File: src/rtl/core/assert_macros.svh
// assertion macros shared by the timestamp range normalizer modules
// no dependencies; included by the files that carry assertions
`ifndef ASSERT_MACROS_SVH
`define ASSERT_MACROS_SVH

// same-cycle implication, disabled while in reset
`define ASSERT_IMP(label, clk, rst_n, ante, cons) \
    label: assert property (@(posedge clk) disable iff (!rst_n) (ante) |-> (cons)) \
        else $error("assertion failed");

// next-cycle implication, disabled while in reset
`define ASSERT_NXT(label, clk, rst_n, ante, cons) \
    label: assert property (@(posedge clk) disable iff (!rst_n) (ante) |=> (cons)) \
        else $error("assertion failed");

`endif

File: src/rtl/core/tsn_pkg.sv
// types and constants of the timestamp range normalizer
// no dependencies; used by the controller, datapath and top level
package tsn_pkg;

    localparam int STAMP_W     = 32;
    localparam int MAG_W       = STAMP_W + 1;
    localparam int ACC_W       = STAMP_W + 4;
    localparam int GAIN_W      = 48;
    localparam int GAIN_SPLIT  = 24;
    localparam int MUL_W       = MAG_W + GAIN_SPLIT;
    localparam int GAIN_SHIFT  = 31;
    localparam int A_LIMIT_BIT = 39;
    localparam int SUM_W       = 64;
    localparam int Q_W         = 34;
    localparam int CFG_IDX_W   = 4;
    localparam int METHOD_W    = 2;

    localparam logic [GAIN_W-1:0]  UNITY_GAIN = GAIN_W'(1) << GAIN_SHIFT;
    localparam logic [Q_W-1:0]     SCALED_CAP = Q_W'(1) << 33;
    localparam logic [STAMP_W-1:0] STAMP_MAX  = {1'b0, {(STAMP_W-1){1'b1}}};
    localparam logic [STAMP_W-1:0] STAMP_MIN  = {1'b1, {(STAMP_W-1){1'b0}}};

    localparam logic [METHOD_W-1:0] METHOD_MID  = 2'd0;
    localparam logic [METHOD_W-1:0] METHOD_MIN  = 2'd1;
    localparam logic [METHOD_W-1:0] METHOD_UNIT = 2'd2;

    localparam logic [CFG_IDX_W-1:0] REG_METHOD = 4'd0;
    localparam logic [CFG_IDX_W-1:0] REG_OFFSET = 4'd1;

    localparam logic FUNC_MEASURE = 1'b0;
    localparam logic FUNC_ADJUST  = 1'b1;

    typedef struct packed {
        logic measure;
        logic latch_adjust;
        logic set_base;
        logic do_diff;
        logic div_start;
        logic div_step;
        logic do_mul;
        logic do_scale;
        logic do_offs;
        logic load_out;
    } tsn_cmd_t;

    typedef struct packed {
        logic range_valid;
        logic gain_ready;
        logic method_unit;
        logic div_last;
        logic out_free;
    } tsn_stat_t;

endpackage

File: src/rtl/core/tsn_ctrl.sv
// sequencer of the timestamp range normalizer
// depends on tsn_pkg and assert_macros.svh; drives the datapath commands
`include "assert_macros.svh"

module tsn_ctrl (
    input  logic               clk,
    input  logic               rst_n,
    input  logic               s_tvalid,
    output logic               s_tready,
    input  logic               func,
    input  tsn_pkg::tsn_stat_t stat,
    output tsn_pkg::tsn_cmd_t  cmd
);
    import tsn_pkg::*;

    localparam logic [2:0] ST_IDLE  = 3'd0;
    localparam logic [2:0] ST_BASE  = 3'd1;
    localparam logic [2:0] ST_DIFF  = 3'd2;
    localparam logic [2:0] ST_DIV   = 3'd3;
    localparam logic [2:0] ST_MUL   = 3'd4;
    localparam logic [2:0] ST_SCALE = 3'd5;
    localparam logic [2:0] ST_OFFS  = 3'd6;
    localparam logic [2:0] ST_OUT   = 3'd7;

    logic [2:0] state_reg;
    logic [2:0] state_next;
    logic       accept;

    assign s_tready = (state_reg == ST_IDLE);
    assign accept   = s_tvalid & s_tready;

    always_comb
    begin
        cmd        = '0;
        state_next = state_reg;
        unique case (state_reg)
            ST_IDLE:
            begin
                if (accept)
                begin
                    if (func == FUNC_MEASURE)
                    begin
                        cmd.measure = 1'b1;
                    end
                    else
                    begin
                        cmd.latch_adjust = 1'b1;
                        state_next = stat.range_valid ? ST_BASE : ST_OUT;
                    end
                end
            end
            ST_BASE:
            begin
                cmd.set_base = 1'b1;
                state_next   = ST_DIFF;
            end
            ST_DIFF:
            begin
                cmd.do_diff = 1'b1;
                if (!stat.method_unit)
                begin
                    state_next = ST_OUT;
                end
                else if (stat.gain_ready)
                begin
                    state_next = ST_MUL;
                end
                else
                begin
                    cmd.div_start = 1'b1;
                    state_next    = ST_DIV;
                end
            end
            ST_DIV:
            begin
                cmd.div_step = 1'b1;
                if (stat.div_last)
                begin
                    state_next = ST_MUL;
                end
            end
            ST_MUL:
            begin
                cmd.do_mul = 1'b1;
                state_next = ST_SCALE;
            end
            ST_SCALE:
            begin
                cmd.do_scale = 1'b1;
                state_next   = ST_OFFS;
            end
            ST_OFFS:
            begin
                cmd.do_offs = 1'b1;
                state_next  = ST_OUT;
            end
            ST_OUT:
            begin
                if (stat.out_free)
                begin
                    cmd.load_out = 1'b1;
                    state_next   = ST_IDLE;
                end
            end
            default:
            begin
                state_next = ST_IDLE;
            end
        endcase
    end

    always_ff @(posedge clk or negedge rst_n)
    begin
        if (!rst_n)
        begin
            state_reg <= ST_IDLE;
        end
        else
        begin
            state_reg <= state_next;
        end
    end

    `ASSERT_NXT(a_div_holds, clk, rst_n, (state_reg == ST_DIV) && !stat.div_last, state_reg == ST_DIV)
    `ASSERT_NXT(a_err_direct, clk, rst_n, accept && (func == FUNC_ADJUST) && !stat.range_valid, state_reg == ST_OUT)
    `ASSERT_NXT(a_out_done, clk, rst_n, (state_reg == ST_OUT) && stat.out_free, state_reg == ST_IDLE)

endmodule

File: config.mk
export PLATFORM = sky130hd
export DESIGN_NAME = tsn_ctrl
export DESIGN_NICKNAME = d
export VERILOG_FILES = /design/src/rtl/core/tsn_pkg.sv /design/src/rtl/core/tsn_ctrl.sv
export VERILOG_INCLUDE_DIRS = /design/src /design/src/rtl/core
export SDC_FILE = /design/constraint.sdc
export NUM_CORES = 1
export LEC_CHECK = 0
export ABC_AREA = 1
export BUFFER_PORTS_ARGS = -buffer_cell sky130_fd_sc_hd__buf_4
export CAP_MARGIN = 20
export CORE_AREA = 3 3 40 42
export DETAILED_ROUTE_END_ITERATION = 10
export DIE_AREA = 0 0 43 45
export PLACE_DENSITY = 0.44
export RECOVER_POWER = 25
export SLEW_MARGIN = 25
export SYNTH_ARGS = -nofsm -noshare
export SYNTH_HDL_FRONTEND = slang
export SYNTH_SLANG_ARGS = --single-unit
export TNS_END_PERCENT = 50
File: constraint.sdc
create_clock -name clk -period 1.5 [get_ports clk]
set_input_delay 0 -clock clk [delete_from_list [all_inputs] [get_ports clk]]
set_output_delay 0 -clock clk [all_outputs]
set_load 0.02 [all_outputs]
Yosys cells after proc, flatten, opt, wreduce, memory -nomap -nowiden. Index checks and enable logic that the tools add are counted.

Multiplexer cells: 22. Bitwise logic cells: 1. Reductions and logical operators: 2. Eq/ne operators: 11.

Operators with widths (count): one-hot mux 3 bit (8 select lines) (1); 2-to-1 mux 3 bit (7); == test 3 bit (second input constant) (4); 2-to-1 mux 1 bit (11); == test 3 x 2 -> 1 bit (second input constant) (2); 2-to-1 mux 2 bit (3); != test 2 x 1 -> 1 bit (second input constant) (2); != test 2 bit (second input constant) (2); AND reduction 4 bit (1); == test 3 x 1 -> 1 bit (second input constant) (1); logical NOT 3 bit (1); AND 1 bit (1).

Register bits: 3. Logic and storage cells: 37. Bits of input ports: 9.

Longest topological paths before layout.
Depth in word-level cells: 4. Depth in mapped cells: 7. Gate-level depth less buffers: 6.

Worst setup path after synthesis. No wires, ideal clock.

Path kind: register to output. Start point: reg state_reg[0]. End point: out cmd[9] (netlist bit). Slack: 0.333 ns. Buffers on the path: 1. Data required time: 1.500 ns. Data arrival time: 1.167 ns. Cell stages (with the launch flop): 7. Cells stage by stage: dfrtp_1 > buf_6 > nor2_2 > nand2_1 > inv_2 > nand2_1 > nor2_1.

RTL lines: start: declaration (line tsn_ctrl.sv:25) `logic [2:0] state_reg;`; start signal: assignment (line tsn_ctrl.sv:120) `state_reg <= state_next;`; end: declaration (line tsn_ctrl.sv:12) `output tsn_pkg::tsn_cmd_t cmd`.

==> summary.md <==
| Metric | Value |
|---|---|
| WP data arrival | 1.33 ns |
| Worst Setup SP | state_reg[0] |
| Leakage | 0.295 nW |
| Count of pins over their slew limit | 0 |
| Reg2reg start | state_reg[0] |
| Critical path cell sequence | nor2_4 > nand2_1 > inv_2 > nand2_1 > nor2_1 > buf_4 |
| Synth Area per Inst | 5.67 um^2 |
| Fmax | 0.751 GHz |
| GPL Wtd Cong | 0.717 |
| Clock transition at the registers of the reported paths | 0.04 ns |
| Peak VDD IR | 0.710 mV |
| Detailed Route WL | 808 um |
| CP Class | flip-flop to output pin |
| WL/cell | 8.88 um |
| Setup Buffers After CTS | 0 |
| Commonest non-fill, non-tap cell in the layout | nand2_1 |
| # port buffers | 19 |
| CTS Sinks | 3 |
| Post-synthesis mux area share | 0% |
| Row cnt | 13 |
| Fill cells | 149 |
| Slew HR | 76.3% |
| Mapped Nets | 62 |
| Synth Instances | 53 |
| Die Ht | 45 um |
| Post-route DRC | 0 |
| WP data required | 1.50 ns |
| R2R setup slack | 0.36 ns |
| CP most frequent cell | nand2_1 |
| Cts bufs inserted | 3 |
| First-pass GRT wire length | 1.56 mm |
| Hold WC Path Type | input port to asynchronous set/reset pin |
| Clk_lat worst skew | 0.23 ns |
| Placed cell area | 450 um^2 |
| Most frequent cells in the layout | nand2_1 (19), buf_4 (17), nor2_1 (8), inv_1 (6), nand3_1 (6) |
| Register area share after synthesis | 25.0% |
| Synth cell types | 12 |
| Final ANT Viol Nets | 0 |
| Final Skew | 0.000149 ns |
| Worst slew pin tran | 0.356 ns |
| Pwr dens | 2060 nW/um^2 |
| Diodes inserted | 0 |
| Synthesis-stage register bit count | 3 |
| Synth Area in Adders | 0% |
| Complex-gate fraction of the synthesized area | 0% |
| Share of layout cells above drive strength 1 | 35.5% |
| I/O pins | 20 |
| Worst-path maximum fanout | 8 |
| Hold Fails Final Rpt | 0 |
| Routed via count | 375 |
| Initial antenna violation count | 0 |
| Max FFs per register | 3 |
| CTS tree | yes |
| Die area | 1940 um^2 |
| Setup-failing EPs final | 0 |
| Crit path to | cmd[9] |
| Status | complete, no violations |
| Synth Warn # | 0 |
| Fin crit period | 1.33 ns |
| XOR/XNOR share of the synthesized area | 0% |
| Largest stage delay, worst path | 0.49 ns |
| Max cap viols | 0 |
| Final Cell Area | 484 um^2 |
| Worst r2r dst | state_reg[2] |
| H-tree lvl count | 1 |
| CTS Buffer Depth | 2 |
| Final hold slack | 0.102 ns |
| Vias/cell | 4.12 |
| Largest net degree at the start of global routing | 11 |
| RSZ-0062 raised after global routing | no |
| Fin crit share | 88.8% |
| Die width | 43 um |
| Main combinational cell family by area after synthesis | simple AND/OR/NAND/NOR gates |
| P&R area growth vs syn | 61.2% |
| DP Wirelength | 681 um |
| Worst path slowest cell | dfrtp_1 |
| Nets | 86 |
| Worst Setup Start Kind | flip-flop |
| Post-Synth Simple-Gate Area | 60.0% |
| Pwr Total | 999 uW |
| Grt ovf | 0 |
| Starting DRC count in detailed routing | 5 |
| Initial Util | 23.4% |
| Vias in the first global route | 388 |
| CORE AREA | 1280 um^2 |
| 1st-pass router iterations | 3 |
| Worst r2r path cells | 5 |
| Fin Setup TNS | 0 ns |
| Root buf cell | clkbuf_4 |
| GRT Overall Usage | 10.6% |
| Worst Setup End Kind | output pin |
| Cell area after synthesis | 300 um^2 |
logic make-up after synthesis:
group / count (synthesis)
simple gates: 40
buf+inv: 10
flops: 3
synth_stat cells (all sizes together):
cell type	count	area, um^2
dfrtp	3	75.1
inv	9	33.8
buf	1	11.3
nand3	6	30.0
nand2	19	71.3
nand4	1	6.26
nor3	1	5.00
nand3b	1	7.51
nor2	12	60.1
where the power goes:
part / switching, mW / leakage (nW) / internal (mW) / total, mW
clock: 0.0405 / 0.0150 / 0.0996 / 0.140
combinational: 0.397 / 0.245 / 0.248 / 0.645
sequential: 0.0878 / 0.0353 / 0.127 / 0.214
routing by layer:
metal  share of wire (%)  track usage (%)
met4                   0             7.23
met3                 7.2             1.99
met5                   0                0
met2                  49             17.1
met1                  44             12.9
timing repair:
action | in CTS | in global routing
endpoints found under the hold margin | 3 | 0
resized for setup | 0 | 1
endpoints found under the setup margin | 0 | 1
hold buffers | 1 | 0
worst min path at each step:
stage                   end  slack [ns]  cells after the start
6_report       state_reg[0]        0.10                      2
5_1_grt        state_reg[1]        0.12                      2
4_1_cts        state_reg[1]        0.09                      2
3_5_place_dp   state_reg[0]       -0.21                      1
3_3_place_gp   state_reg[0]       -0.21                      1
2_1_floorplan  state_reg[0]       -0.30                      0
through the flow:
step	setup WS [ns]	instances	util, %
2_1_floorplan	0.333	53	-
3_3_place_gp	0.359	86	35.1
3_5_place_dp	0.376	86	35.1
4_1_cts	0.126	91	37.9
5_1_grt	0.0337	91	37.7
6_report	0.168	91	37.7
final cells by class:
| type | count | area, um^2 | share of cell area [%] |
|---|---|---|---|
| clock buffer | 4 | 26.3 | 5.43 |
| timing repair buffer | 20 | 145 | 30.0 |
| multi-input combinational | 40 | 185 | 38.2 |
| tap | 15 | 18.8 | 3.88 |
| sequential | 3 | 75.1 | 15.5 |
| inverter | 9 | 33.8 | 6.98 |
worst max-delay path, delay by kind of cell (launching register included):
kind / cells / cell delay, ns
flops: 1 / 0.49
simple gates: 4 / 0.39
buf+inv: 2 / 0.21
(Power assumes the default switching activity.)
